## config.mk

```make
export PLATFORM = sky130hd
export DESIGN_NAME = sis_seq
export DESIGN_NICKNAME = d
export VERILOG_FILES = /design/src/rtl/core/sis_pkg.sv /design/src/rtl/core/sis_seq.sv
export SDC_FILE = /design/constraint.sdc
export NUM_CORES = 1
export LEC_CHECK = 0
export ABC_AREA = 0
export BUFFER_PORTS_ARGS = -buffer_cell sky130_fd_sc_hd__buf_2
export CELL_PAD_IN_SITES_DETAIL_PLACEMENT = 0
export CELL_PAD_IN_SITES_GLOBAL_PLACEMENT = 1
export CORE_ASPECT_RATIO = 0.8
export CORE_MARGIN = 2
export CORE_UTILIZATION = 38
export DETAILED_ROUTE_END_ITERATION = 6
export GPL_ROUTABILITY_DRIVEN = 0
export PLACE_DENSITY = 0.82
export REMOVE_ABC_BUFFERS = 1
export SYNTH_ARGS = -nofsm -noshare
export SYNTH_HDL_FRONTEND = slang
export SYNTH_SLANG_ARGS = --single-unit
```

## constraint.sdc

```tcl
create_clock -name i_clk -period 5.45 [get_ports i_clk]
set_clock_uncertainty 0.15 [all_clocks]
set_input_delay 0.545 -clock i_clk [delete_from_list [all_inputs] [get_ports i_clk]]
set_output_delay 0.545 -clock i_clk [all_outputs]
set_load 0.005 [all_outputs]
```

## src/rtl/core/sis_pkg.sv

```systemverilog
// Types, codes and helper functions of the sorted integer set unit.
// No dependencies; used by the sequencer and the top level.
package sis_pkg;

    localparam int VALUE_W   = 64;
    localparam int POS_W     = 8;
    localparam int COUNT_W   = 9;
    localparam int WCODE_W   = 2;

    localparam logic [WCODE_W-1:0] WIDTH_16 = 2'd0;
    localparam logic [WCODE_W-1:0] WIDTH_32 = 2'd1;
    localparam logic [WCODE_W-1:0] WIDTH_64 = 2'd2;

    typedef enum logic [1:0] {
        CMD_ADD    = 2'd0,
        CMD_REMOVE = 2'd1,
        CMD_FIND   = 2'd2,
        CMD_READ   = 2'd3
    } t_cmd;

    typedef enum logic [3:0] {
        ST_IDLE,
        ST_SRCH_RD,
        ST_SRCH_CMP,
        ST_CHK_CMP,
        ST_SHIFT_UP,
        ST_SHIFT_DN,
        ST_READ_RD,
        ST_READ_WAIT,
        ST_DONE
    } t_state;

    typedef struct packed {
        logic               hit;
        logic [VALUE_W-1:0] read_value;
        logic [COUNT_W-1:0] count;
        logic [WCODE_W-1:0] width_code;
        logic               full_error;
    } t_result;

    // Narrowest element width that holds v.
    function automatic logic [WCODE_W-1:0] needed_width(input logic [VALUE_W-1:0] v);
        logic [WCODE_W-1:0] w;
        if (v[VALUE_W-1:31] != '0 && v[VALUE_W-1:31] != '1) begin
            w = WIDTH_64;
        end else if (v[VALUE_W-1:15] != '0 && v[VALUE_W-1:15] != '1) begin
            w = WIDTH_32;
        end else begin
            w = WIDTH_16;
        end
        return w;
    endfunction

endpackage

```

## src/rtl/core/sis_seq.sv

```systemverilog
// Command sequencer of the sorted integer set: binary search with one shared
// comparator, then a one-entry-per-cycle tail shift. Depends on sis_pkg.
module sis_seq #(
    parameter int CAPACITY = 256,
    parameter int AW       = 8,
    parameter int CW       = 9
) (
    input  logic                     i_clk,
    input  logic                     i_rst_n,
    input  logic                     i_req_valid,
    output logic                     o_req_ready,
    input  sis_pkg::t_cmd            i_cmd,
    input  logic [sis_pkg::VALUE_W-1:0] i_value,
    input  logic [sis_pkg::POS_W-1:0]   i_position,
    output logic                     o_res_valid,
    input  logic                     i_res_ready,
    output sis_pkg::t_result         o_res,
    output logic                     o_we,
    output logic [AW-1:0]            o_waddr,
    output logic [63:0]              o_wdata,
    output logic [AW-1:0]            o_raddr,
    input  logic [63:0]              i_rdata
);

    localparam logic [CW-1:0] CAP_C = CW'(CAPACITY);

    sis_pkg::t_state r_state, n_state;
    sis_pkg::t_cmd   r_cmd, n_cmd;
    logic signed [63:0] r_value, n_value;
    logic [sis_pkg::POS_W-1:0] r_pos, n_pos;
    logic [CW-1:0] r_lo, n_lo, r_hi, n_hi, r_idx, n_idx, r_count, n_count;
    logic [AW-1:0] r_waddr, n_waddr;
    logic          r_pend, n_pend;
    logic [sis_pkg::WCODE_W-1:0] r_width, n_width;
    logic          r_hit, n_hit, r_full, n_full;
    logic [63:0]   r_rd, n_rd;

    logic [CW:0]   mid_w, up_w;
    logic [CW-1:0] mid;
    logic          cmp_lt, cmp_eq;
    logic          decide, found;
    logic [sis_pkg::WCODE_W-1:0] need_in, need_reg;

    // The one shared comparator: stored entry against the request value.
    assign cmp_lt = $signed(i_rdata) < r_value;
    assign cmp_eq = i_rdata == r_value;

    assign mid_w    = ({1'b0, r_lo} + {1'b0, r_hi}) >> 1;
    assign mid      = mid_w[CW-1:0];
    assign up_w     = {1'b0, r_idx} + {{CW{1'b0}}, 1'b1};
    assign need_in  = sis_pkg::needed_width(i_value);
    assign need_reg = sis_pkg::needed_width(r_value);

    always_ff @(posedge i_clk) begin
        if (!i_rst_n) begin
            r_state <= sis_pkg::ST_IDLE;
            r_count <= '0;
            r_width <= sis_pkg::WIDTH_16;
            r_pend  <= 1'b0;
        end else begin
            r_state <= n_state;
            r_count <= n_count;
            r_width <= n_width;
            r_pend  <= n_pend;
        end
    end

    always_ff @(posedge i_clk) begin
        r_cmd   <= n_cmd;
        r_value <= n_value;
        r_pos   <= n_pos;
        r_lo    <= n_lo;
        r_hi    <= n_hi;
        r_idx   <= n_idx;
        r_waddr <= n_waddr;
        r_hit   <= n_hit;
        r_full  <= n_full;
        r_rd    <= n_rd;
    end

    always_comb begin
        n_state = r_state;
        n_cmd   = r_cmd;
        n_value = r_value;
        n_pos   = r_pos;
        n_lo    = r_lo;
        n_hi    = r_hi;
        n_idx   = r_idx;
        n_count = r_count;
        n_width = r_width;
        n_pend  = r_pend;
        n_waddr = r_waddr;
        n_hit   = r_hit;
        n_full  = r_full;
        n_rd    = r_rd;
        o_raddr = '0;
        o_we    = 1'b0;
        o_waddr = r_waddr;
        o_wdata = i_rdata;
        decide  = 1'b0;
        found   = 1'b0;

        unique case (r_state)
            sis_pkg::ST_IDLE: begin
                if (i_req_valid) begin
                    n_cmd   = i_cmd;
                    n_value = i_value;
                    n_pos   = i_position;
                    n_lo    = '0;
                    n_hi    = r_count;
                    n_hit   = 1'b0;
                    n_full  = 1'b0;
                    n_rd    = '0;
                    n_pend  = 1'b0;
                    unique case (i_cmd)
                        sis_pkg::CMD_READ: begin
                            n_state = (32'(i_position) < 32'(r_count)) ?
                                      sis_pkg::ST_READ_RD : sis_pkg::ST_DONE;
                        end
                        sis_pkg::CMD_ADD: n_state = sis_pkg::ST_SRCH_RD;
                        default: begin
                            // A value wider than any stored so far cannot be present.
                            n_state = (need_in > r_width) ?
                                      sis_pkg::ST_DONE : sis_pkg::ST_SRCH_RD;
                        end
                    endcase
                end
            end
            sis_pkg::ST_SRCH_RD: begin
                if (r_lo < r_hi) begin
                    o_raddr = mid[AW-1:0];
                    n_idx   = mid;
                    n_state = sis_pkg::ST_SRCH_CMP;
                end else if (r_lo < r_count) begin
                    o_raddr = r_lo[AW-1:0];
                    n_state = sis_pkg::ST_CHK_CMP;
                end else begin
                    decide = 1'b1;
                end
            end
            sis_pkg::ST_SRCH_CMP: begin
                if (cmp_lt) begin
                    n_lo = up_w[CW-1:0];
                end else begin
                    n_hi = r_idx;
                end
                n_state = sis_pkg::ST_SRCH_RD;
            end
            sis_pkg::ST_CHK_CMP: begin
                decide = 1'b1;
                found  = cmp_eq;
            end
            sis_pkg::ST_SHIFT_UP: begin
                // Move entry idx-1 to idx while the previous move is written.
                o_we = r_pend;
                if (r_idx > r_lo) begin
                    o_raddr = AW'(r_idx - 1'b1);
                    n_waddr = r_idx[AW-1:0];
                    n_idx   = r_idx - 1'b1;
                    n_pend  = 1'b1;
                end else begin
                    n_pend = 1'b0;
                    if (!r_pend) begin
                        o_we    = 1'b1;
                        o_waddr = r_lo[AW-1:0];
                        o_wdata = r_value;
                        n_count = r_count + 1'b1;
                        if (need_reg > r_width) begin
                            n_width = need_reg;
                        end
                        n_hit   = 1'b1;
                        n_state = sis_pkg::ST_DONE;
                    end
                end
            end
            sis_pkg::ST_SHIFT_DN: begin
                o_we = r_pend;
                if (up_w < {1'b0, r_count}) begin
                    o_raddr = up_w[AW-1:0];
                    n_waddr = r_idx[AW-1:0];
                    n_idx   = up_w[CW-1:0];
                    n_pend  = 1'b1;
                end else begin
                    n_pend = 1'b0;
                    if (!r_pend) begin
                        n_count = r_count - 1'b1;
                        n_state = sis_pkg::ST_DONE;
                    end
                end
            end
            sis_pkg::ST_READ_RD: begin
                o_raddr = AW'(r_pos);
                n_state = sis_pkg::ST_READ_WAIT;
            end
            sis_pkg::ST_READ_WAIT: begin
                n_rd    = i_rdata;
                n_hit   = 1'b1;
                n_state = sis_pkg::ST_DONE;
            end
            sis_pkg::ST_DONE: begin
                if (i_res_ready) begin
                    n_state = sis_pkg::ST_IDLE;
                end
            end
            default: n_state = sis_pkg::ST_IDLE;
        endcase

        // Search finished: r_lo is the first position whose entry is not below the value.
        if (decide) begin
            n_state = sis_pkg::ST_DONE;
            unique case (r_cmd)
                sis_pkg::CMD_ADD: begin
                    if (!found) begin
                        if (r_count >= CAP_C) begin
                            n_full = 1'b1;
                        end else begin
                            n_idx   = r_count;
                            n_state = sis_pkg::ST_SHIFT_UP;
                        end
                    end
                end
                sis_pkg::CMD_REMOVE: begin
                    if (found) begin
                        n_hit   = 1'b1;
                        n_idx   = r_lo;
                        n_state = sis_pkg::ST_SHIFT_DN;
                    end
                end
                default: n_hit = found;
            endcase
        end
    end

    assign o_req_ready = (r_state == sis_pkg::ST_IDLE);
    assign o_res_valid = (r_state == sis_pkg::ST_DONE);

    always_comb begin
        o_res.hit        = r_hit;
        o_res.read_value = r_rd;
        o_res.count      = sis_pkg::COUNT_W'(r_count);
        o_res.width_code = r_width;
        o_res.full_error = r_full;
    end

endmodule

```

==> results.py, run 1 <==
metrics = {
    "run_status": {
        "status": "completed",
    },
    "clock_network": {
        "ctsHoldBuffers": 0,
        "cts_made_buffers": 17,
        "post_cts_resized": 0,
        "clk_path_buf_depth": 2,
        "cts.sink_count": 191,
        "clock_latency_ns": 0.46,
        "clock-root-buffer": "clkbuf_16",
        "cts_tree": "done",
        "cts_setup_buffers": 0,
        "cts.htree.levels": 4,
        "cts.clk_slew.worst_paths_ns": 0.08,
    },
    "timing": {
        "setup_viol": 0,
        "holdWs_ns": 0.104,
        "fmax_ghz": 0.210,
        "rsz0062_at_grt": "false",
        "min_period_ns": 4.77,
        "final.period_utilization_pct": 87.4,
        "slew_viol_final": 0,
        "slew-limit-headroom_pct": 28.4,
        "hold_viol_final": 0,
        "worst_pin_slew_ns": 1.06,
    },
    "global_routing": {
        "grt.total_usage_pct": 23.1,
        "grt_overflow": 0,
        "antenna_found_initial": 3,
        "grt_max_degree": 75,
        "grt_pass1_wl_um": 61500,
        "grt_pass1_vias": 10315,
    },
    "drt": {
        "detail_route.drc_violations": 0,
        "routed_wl_um": 40300,
        "wl_per_cell_um": 20.8,
        "vias": 10630,
        "via_per_inst": 5.50,
        "ant_nets": 0,
        "firstDrtPassIters": 5,
        "detail_route.iter0.violations": 1005,
    },
    "final_layout": {
        "nets": 1765,
        "fillers": 3058,
        "design_area_sq_um": 15200,
        "instances_no_fill": 1934,
        "area_growth_pct": 20.3,
        "drive_gt1_share_pct": 30.0,
    },
    "setup_path": {
        "crit_type": "register to primary output",
        "crit_end": "o_wdata[35]",
        "critPathRequiredTime_ns": 4.76,
        "slowest_stage": "a2111oi_4",
        "reg2reg_depth": 11,
        "cp-end-kind": "primary output",
        "critPathMaxStageDelay_ns": 0.63,
        "reg2reg_slack_ns": 1.52,
        "timing.rr.end": "r_idx[6]",
        "worstPathMaxFanout": 54,
        "cp-start-kind": "register",
        "cp_cell_sequence": "ha_1, a21oi_1, o21ai_0, a2111oi_4, o21ai_4, nor2_4, buf_12, mux2_2, buf_2",
        "cp-startpoint": "r_idx[4]",
        "worstPathArrival_ns": 4.07,
        "worstReg2RegStart": "r_idx[0]",
    },
    "floorplan": {
        "pin_count": 302,
        "die_w_um": 208,
        "fp.dieH_um": 167,
        "coreArea_sq_um": 32600,
        "start_util_pct": 38.7,
        "die-area_sq_um": 34700,
        "rows": 59,
    },
    "logic_synthesis": {
        "synth-edff-count": 164,
        "postSynthAreaPerCell_sq_um": 10.6,
        "yosysWarnings": 0,
        "ys.flop_type": "edfxtp_1",
        "synth_cell_types": 80,
        "synth_top_area_share_pct": 39.0,
        "yosysSeqAreaShare_pct": 43.2,
        "ys_async_sr_fraction_pct": 0,
        "synth_cells": 1198,
        "synth_area_sq_um": 12600,
        "synthTopCellsByCount": "164 x edfxtp_1, 129 x ha_1, 116 x inv_1",
        "synth_most_common_cell": "edfxtp_1",
        "synth_area_leaders": "edfxtp_1 39%, ha_1 13%, mux2_2 6.5%",
        "ys_ff_latch": 191,
        "synth_top_area_cell": "edfxtp_1",
    },
    "hold_path": {
        "hold_depth": 1,
        "timing.hold.worst.class": "input port to register",
    },
    "power": {
        "p_per_area_nw_per_um2": 472,
        "p_comb_share_pct": 45.3,
        "power_frac_clock_pct": 18.3,
        "max-vdd-ir-drop_uv": 253,
        "p_int_w": 0.00406,
        "power.switching_w": 0.00311,
        "p_leak_nw": 6.50,
        "pwr-share-seq_pct": 36.3,
        "switching_share_pct": 43.4,
        "p_total_w": 0.00717,
    },
    "placement": {
        "dpl_cell_area_sq_um": 14600,
        "io_buffers": 301,
        "placed_cells": 1900,
        "dpl.hpwl_um": 31700,
    },
    "flow_run": {
        "max_cap_violations": 0,
    },
}
[layout by cell type (no fill, tap or decap), types with 8 or more instances in the layout]
| master | instances |
|---|---|
| a211oi_1 | 10 |
| a21o_1 | 17 |
| a21oi_1 | 63 |
| a22oi_1 | 18 |
| a31oi_1 | 8 |
| and2_1 | 73 |
| buf_2 | 301 |
| buf_4 | 10 |
| clkbuf_16 | 17 |
| dfxtp_1 | 27 |
| edfxtp_1 | 164 |
| ha_1 | 129 |
| inv_1 | 115 |
| mux2_2 | 73 |
| mux2i_1 | 8 |
| nand2_1 | 65 |
| nand2b_1 | 12 |
| nand3_1 | 21 |
| nand4_1 | 46 |
| nor2_1 | 55 |
| nor2b_1 | 10 |
| nor3_1 | 25 |
| nor4_1 | 29 |
| o211ai_1 | 9 |
| o21ai_0 | 49 |
| or3_1 | 8 |
| xnor2_1 | 14 |
| xor2_1 | 9 |
[routing by layer]
layer  track usage [%]  wire length, um  up-vias  share of wire, %
met1              32.5            18300     5058                45
met3              5.95             3400       60               8.4
met2              35.0            17600      465                44
met4              7.15              945        2               2.3
li1                  -                -     5045                 -
met5                 0               11        -             0.027
[sequential cells by signal (all words and copies together) (netlist names)]
signal and flops:
r_cmd 2, r_waddr 8, r_hit 1, r_full 1, r_width 2, r_rd 64, r_lo 9, r_pend 1
r_value 64, r_hi 9, r_state 4, r_pos 8, r_count 9, r_idx 9
[through the flow]
| step | util (%) | setup slack [ns] | TNS [ns] |
|---|---|---|---|
| after floorplan | - | -0.629 | -80.27 |
| after global placement | 44.7 | 1.29 | 0 |
| after detailed placement | 44.7 | 1.23 | 0 |
| after CTS | 46.6 | 0.718 | 0 |
| after global routing | 46.6 | 0.431 | 0 |
| final | 46.6 | 0.684 | 0 |
[worst min path at each step]
stage / startpoint / to
2_1_floorplan: r_full / r_full
3_3_place_gp: r_full / r_full
3_5_place_dp: r_full / r_full
4_1_cts: i_value[11] / r_value[11]
5_1_grt: i_value[12] / r_value[12]
6_report: i_value[0] / r_value[0]
[critical path, delay by kind of cell, from the launching register on]
| family | cells | cell delay, ns |
|---|---|---|
| AOI/OAI and AO/OA | 4 | 1.12 |
| DFF | 1 | 0.61 |
| and+or+nand+nor | 1 | 0.61 |
| buffers and inverters | 2 | 0.49 |
| muxes | 1 | 0.38 |
| adders and majority gates | 1 | 0.35 |
[kinds of logic (layout without fill, tap and decap cells)]
logic type | after synthesis | after routing | share of synthesized area [%]
adders and majority gates | 131 | 131 | 13.1
other | 0 | 2 | 0
muxes | 81 | 81 | 7.14
buffers and inverters | 153 | 460 | 5.23
AOI/OAI and AO/OA | 231 | 231 | 12.5
and+or+nand+nor | 388 | 388 | 17.2
DFF | 191 | 191 | 43.2
xor gates and xnor gates | 23 | 23 | 1.59
[cell type report]
type                    instances  area [sq um]  share of cell area, %
repair buffers                312          1600                   10.5
multi-input cells             854          6550                   43.1
inverters                     116           437                   2.87
flip-flops and latches        191          5470                   35.9
diodes                          2          5.00                 0.0329
clock inverters                15           188                   1.23
clock buffers                  17           425                   2.80
well taps                     427           534                   3.51
[power by group through the flow]
stage / sequential, W / combinational [W] / clock [W]
3_3_place_gp: 0.00261 / 0.00316 / 0
4_1_cts: 0.00259 / 0.00324 / 0.00134
5_1_grt: 0.00266 / 0.00360 / 0.00139
6_report: 0.00261 / 0.00325 / 0.00132
3_5_place_dp: 0.00262 / 0.00322 / 0
2_1_floorplan: 0.00251 / 0.00206 / 0
No activity file was read; power rests on OpenSTA's default activity.
==> inputs of run 2 (changes only) <==
Settings changed: CORE_UTILIZATION 38 to 35, PLACE_DENSITY 0.82 to 0.77.
==> run 2 against run 1 <==
  * Wire length rose by 2.6%
  * Hold slack got worse by 0.0032 ns
  * Cell area rose by 0.30%
  * Total power rose by 0.21%
  * Non-clock buffer count rose by 1
  * Die area rose by 8.4%
  * First-iteration DRC count fell by 16%
  * Register-to-register slack improved by 0.11 ns
  * Global-route usage fell by 1.2 points
  * Sequential share of layout area fell by 0.11 points
  * Sequential cell count did not move
  * Clock power barely moved
==> results.py, run 2 (synthesis results as in run 1) <==
metrics = {
    "setup_path": {
        "critical-path-top-delay-family": "compound AO/OA/AOI/OAI gates",
        "worstPathMaxFanout": 51,
        "cp_cell_sequence": "ha_1, nand2_1, o21ai_0, a2111oi_4, o21ai_4, nor2_4, buf_4, mux2_2, buf_2",
        "cp-start-kind": "register",
        "cp-end-kind": "primary output",
        "worstPathArrival_ns": 4.08,
        "crit_type": "register to primary output",
        "crit_buf_inv": 2,
        "critPathMaxStageDelay_ns": 0.78,
        "critPathRequiredTime_ns": 4.76,
        "slowest_stage": "dfxtp_1",
    },
    "final_layout": {
        "final_cell_mix": "301 x buf_2, 164 x edfxtp_1, 129 x ha_1",
        "area_growth_pct": 20.7,
        "nets": 1766,
        "layout_commonest_cell": "buf_2",
        "top_regs": "r_rd: 64 flops, r_value: 64 flops",
        "drive_gt1_share_pct": 30.0,
    },
    "clock_network": {
        "clock_latency_ns": 0.47,
        "cts_tree": "done",
        "cts_setup_buffers": 0,
        "cts.clk_slew.worst_paths_ns": 0.08,
        "cts.sink_count": 191,
        "cts.htree.levels": 4,
        "clock-root-buffer": "clkbuf_16",
        "clk_path_buf_depth": 2,
        "ctsHoldBuffers": 0,
        "cts_made_buffers": 17,
        "post_cts_resized": 0,
    },
    "drt": {
        "detail_route.iter0.violations": 841,
        "detail_route.drc_violations": 0,
        "ant_nets": 0,
        "routed_wl_um": 41300,
        "wl_per_cell_um": 20.8,
        "vias": 10739,
        "via_per_inst": 5.40,
        "firstDrtPassIters": 6,
    },
    "placement": {
        "io_buffers": 301,
        "dpl.hpwl_um": 32300,
        "place_ws_ns": 1.22,
    },
    "power": {
        "p_per_area_nw_per_um2": 471,
        "p_int_w": 0.00408,
        "power.switching_w": 0.00310,
        "switching_share_pct": 43.2,
        "pwr-share-seq_pct": 36.6,
        "p_leak_nw": 6.51,
        "power_frac_clock_pct": 18.2,
        "p_comb_share_pct": 45.3,
        "max-vdd-ir-drop_uv": 273,
    },
    "floorplan": {
        "fp.dieH_um": 174,
        "die-area_sq_um": 37700,
        "start_util_pct": 35.3,
        "pin_count": 302,
        "coreArea_sq_um": 35800,
        "die_w_um": 216,
        "rows": 62,
    },
    "timing": {
        "worst_slack_ns": 0.679,
        "rsz0062_at_grt": "false",
        "slew-limit-headroom_pct": 16.3,
        "min_period_ns": 4.77,
        "final.period_utilization_pct": 87.5,
        "fmax_ghz": 0.210,
        "worst_pin_slew_ns": 1.24,
        "hold_viol_final": 0,
        "holdWs_ns": 0.100,
        "setup_viol": 0,
        "slew_viol_final": 0,
    },
    "run_status": {
        "status": "completed",
    },
    "global_routing": {
        "antenna_found_initial": 5,
        "grt.total_usage_pct": 22.0,
        "grt_pass1_wl_um": 62800,
        "grt_pass1_vias": 10510,
        "grt_max_degree": 75,
        "grt_overflow": 0,
    },
    "flow_run": {
        "max_cap_violations": 0,
    },
    "hold_path": {
        "timing.hold.worst.class": "input port to register",
    },
}
-- run 2: changes by cell type in the layout (fill, tap and decap cells not counted), moves of 2 or more --
cell / before / now
inv_6: 2 / 4
clkinv_8: 5 / 3
clkinvlp_4: 3 / 0
clkinv_4: 0 / 3
buf_4: 10 / 12
inv_12: 2 / 0
clkinv_2: 1 / 3
-- run 2: through the flow --
step	power [W]	util, %	cell area [sq um]	cells	TNS [ns]
after floorplan	0.00457	-	12400	1161	-80.27
after global placement	0.00581	41.0	14600	1954	0
after detailed placement	0.00586	41.0	14600	1954	0
after CTS	0.00719	42.6	15200	1986	0
after global routing	0.00766	42.6	15300	1988	0
final	0.00719	42.6	15300	1988	0
-- run 2: area by class of cell --
class                           instances  area, sq um
Fill cell                            3463        20500
Multi-Input combinational cell        854         6550
Sequential cell                       191         5470
Timing Repair Buffer                  313         1600
Tap cell                              480          601
Inverter                              116          437
Clock buffer                           17          425
Clock inverter                         15          173
Antenna cell                            2         5.00
-- run 2: per-layer routing --
| metal | global-route usage, % | vias up | part of all wire, % |
|---|---|---|---|
| met5 | 0 | - | 0.092 |
| met4 | 7.71 | 6 | 2.4 |
| met3 | 4.79 | 60 | 7.0 |
| met2 | 33.7 | 418 | 45 |
| met1 | 30.5 | 5199 | 46 |
| li1 | - | 5056 | - |
-- run 2: power by group through the flow --
stage | Clock [W] | Combinational [W] | Sequential, W
finish | 0.00131 | 0.00325 | 0.00263
global route | 0.00138 | 0.00360 | 0.00267
CTS | 0.00134 | 0.00325 | 0.00261
detailed placement | 0 | 0.00323 | 0.00264
global placement | 0 | 0.00318 | 0.00263
floorplan | 0 | 0.00206 | 0.00251
-- run 2: worst paths after layout --
check / start / cells past startpoint / slack (ns) / to
max: r_idx[3] / 9 / 0.68 / o_wdata[49]
min: i_value[12] / 1 / 0.10 / r_value[12]
max reg2reg: r_idx[3] / 11 / 1.63 / r_idx[5]
min reg2reg: r_width[0] / 2 / 0.37 / r_width[0]
==> inputs of run 3 (changes only) <==
==> constraint.sdc (replaced) <==
create_clock -name i_clk -period 5.45 [get_ports i_clk]
set_clock_uncertainty 0.15 [all_clocks]
set_input_delay 1.09 -clock i_clk [delete_from_list [all_inputs] [get_ports i_clk]]
set_output_delay 1.09 -clock i_clk [all_outputs]
set_load 0.005 [all_outputs]
==> run 3 against run 2 <==
  * Fmax fell by 7.3%
  * Sequential share of layout area about the same
  * Cell area about the same
  * Core utilization about the same
  * Worst setup slack worse by 0.38 ns
  * Register-to-register slack got worse by 0.07 ns
  * Largest cell class unchanged
==> results.py, run 3 (synthesis results as in run 1) <==
metrics = {
    "drt": {
        "ant_nets": 0,
        "firstDrtPassIters": 7,
        "detail_route.iter0.violations": 845,
        "detail_route.drc_violations": 0,
        "routed_wl_um": 41200,
        "via_per_inst": 5.39,
        "vias": 10728,
        "wl_per_cell_um": 20.7,
    },
    "global_routing": {
        "antenna_found_initial": 5,
        "grt_overflow": 0,
        "grt_max_degree": 75,
        "grt.total_usage_pct": 22.0,
        "grt_pass1_vias": 10395,
        "grt_pass1_wl_um": 62600,
    },
    "floorplan": {
        "pin_count": 302,
        "coreArea_sq_um": 35800,
        "die-area_sq_um": 37700,
        "rows": 62,
        "die_w_um": 216,
        "start_util_pct": 35.3,
        "fp.dieH_um": 174,
    },
    "power": {
        "max-vdd-ir-drop_uv": 247,
        "p_per_area_nw_per_um2": 467,
        "switching_share_pct": 43.3,
        "p_int_w": 0.00404,
        "p_total_w": 0.00713,
        "power.switching_w": 0.00309,
        "p_leak_nw": 6.51,
        "p_comb_share_pct": 46.0,
        "power_frac_clock_pct": 17.2,
        "pwr-share-seq_pct": 36.8,
    },
    "clock_network": {
        "ctsHoldBuffers": 0,
        "cts.htree.levels": 4,
        "cts.sink_count": 191,
        "cts_tree": "done",
        "clock_latency_ns": 0.46,
        "post_cts_resized": 0,
        "clk_path_buf_depth": 2,
        "cts_made_buffers": 17,
        "clock-root-buffer": "clkbuf_16",
        "cts.clk_slew.worst_paths_ns": 0.07,
        "cts_setup_buffers": 0,
    },
    "timing": {
        "min_period_ns": 5.15,
        "setup_viol": 0,
        "slew_viol_final": 0,
        "fmax_ghz": 0.194,
        "slew-limit-headroom_pct": 21.8,
        "final.period_utilization_pct": 94.4,
        "hold_viol_final": 0,
        "rsz0062_at_grt": "false",
        "worst_pin_slew_ns": 1.16,
        "fin_setup_tns_ns": 0,
    },
    "setup_path": {
        "worstReg2RegStart": "r_idx[0]",
        "cp-start-kind": "register",
        "worstPathMaxFanout": 13,
        "worstPathArrival_ns": 3.91,
        "crit_type": "register to primary output",
        "timing.rr.end": "r_idx[5]",
        "critPathRequiredTime_ns": 4.21,
        "reg2reg_depth": 11,
        "cp-end-kind": "primary output",
        "reg2reg_slack_ns": 1.56,
    },
    "hold_path": {
        "holdPathEnd": "r_width[1]",
        "hold_path_startpoint": "r_width[1]",
        "hold_depth": 2,
        "timing.hold.worst.class": "register to register",
    },
    "final_layout": {
        "design_area_sq_um": 15200,
        "top_regs": "r_rd: 64 flops, r_value: 64 flops",
        "nets": 1769,
        "final_cell_mix": "301 x buf_2, 164 x edfxtp_1, 129 x ha_1",
        "fin_util_pct": 42.6,
        "fillers": 3460,
        "area_growth_pct": 20.6,
        "drive_gt1_share_pct": 30.0,
        "multi_input_area_sq_um": 6550,
        "instances_no_fill": 1992,
        "ff_latch_area_sq_um": 5470,
        "layout_commonest_cell": "buf_2",
    },
    "placement": {
        "dpl.hpwl_um": 32300,
        "dpl_cell_area_sq_um": 14700,
        "placed_cells": 1957,
        "io_buffers": 301,
    },
    "flow_run": {
        "max_cap_violations": 0,
    },
    "run_status": {
        "status": "completed",
    },
}
[run 3: cell types whose count changed in the layout (fill, tap and decap cells not counted), moves of 2 or more]
cell and delta:
clkinv_8 -2, buf_4 +2, inv_6 -2, inv_8 +2, clkinvlp_4 +2
[run 3: worst max-delay path: stages (launching register included)]
cell and delay, ns:
dfxtp_1 0.63, ha_1 0.35, nand3_1 0.12, xnor2_1 0.23
ha_1 0.34, nand3_1 0.07, o21ai_1 0.40, a211oi_2 0.13
buf_4 0.22, a31o_2 0.26, a221oi_1 0.33, o21ai_0 0.19
buf_2 0.18
[run 3: cell type report]
class / count / area share, %
well taps: 480 / 3.94
multi-input cells: 854 / 43.0
clock buffers: 18 / 2.81
flip-flops and latches: 191 / 35.8
inverters: 116 / 2.86
clock inverters: 14 / 0.845
repair buffers: 316 / 10.7
diodes: 3 / 0.0492
[run 3: how the worst max path moves through the flow]
stage                        start         end  slack [ns]  cells past startpoint
after detailed placement  r_idx[0]  o_raddr[2]        0.86                     12
after global placement    r_idx[0]  o_raddr[2]        0.87                     12
after floorplan           r_idx[2]  o_waddr[0]       -1.17                      7
final                     r_idx[0]  o_raddr[2]        0.30                     12
after global routing      r_idx[0]  o_raddr[2]         0.1                     12
after CTS                 r_idx[0]  o_raddr[2]        0.34                     12
[run 3: metrics by stage]
| step | hold WS, ns | setup WS (ns) |
|---|---|---|
| CTS | 0.391 | 0.341 |
| floorplan | 0.316 | -1.17 |
| detailed placement | 0.371 | 0.864 |
| finish | 0.391 | 0.303 |
| global placement | 0.354 | 0.873 |
| global route | 0.426 | 0.0959 |
[run 3: power by group through the flow]
stage / Clock (W) / Sequential [W] / Combinational, W
finish: 0.00123 / 0.00262 / 0.00328
global route: 0.00131 / 0.00267 / 0.00363
CTS: 0.00126 / 0.00261 / 0.00328
detailed placement: 0 / 0.00264 / 0.00326
global placement: 0 / 0.00263 / 0.00320
floorplan: 0 / 0.00251 / 0.00206
[run 3: routing by layer]
layer / part of all wire (%) / track usage [%]
met1: 45 / 30.0
met2: 44 / 33.9
met5: 0.097 / 0
met3: 8.7 / 5.51
met4: 2.2 / 7.22
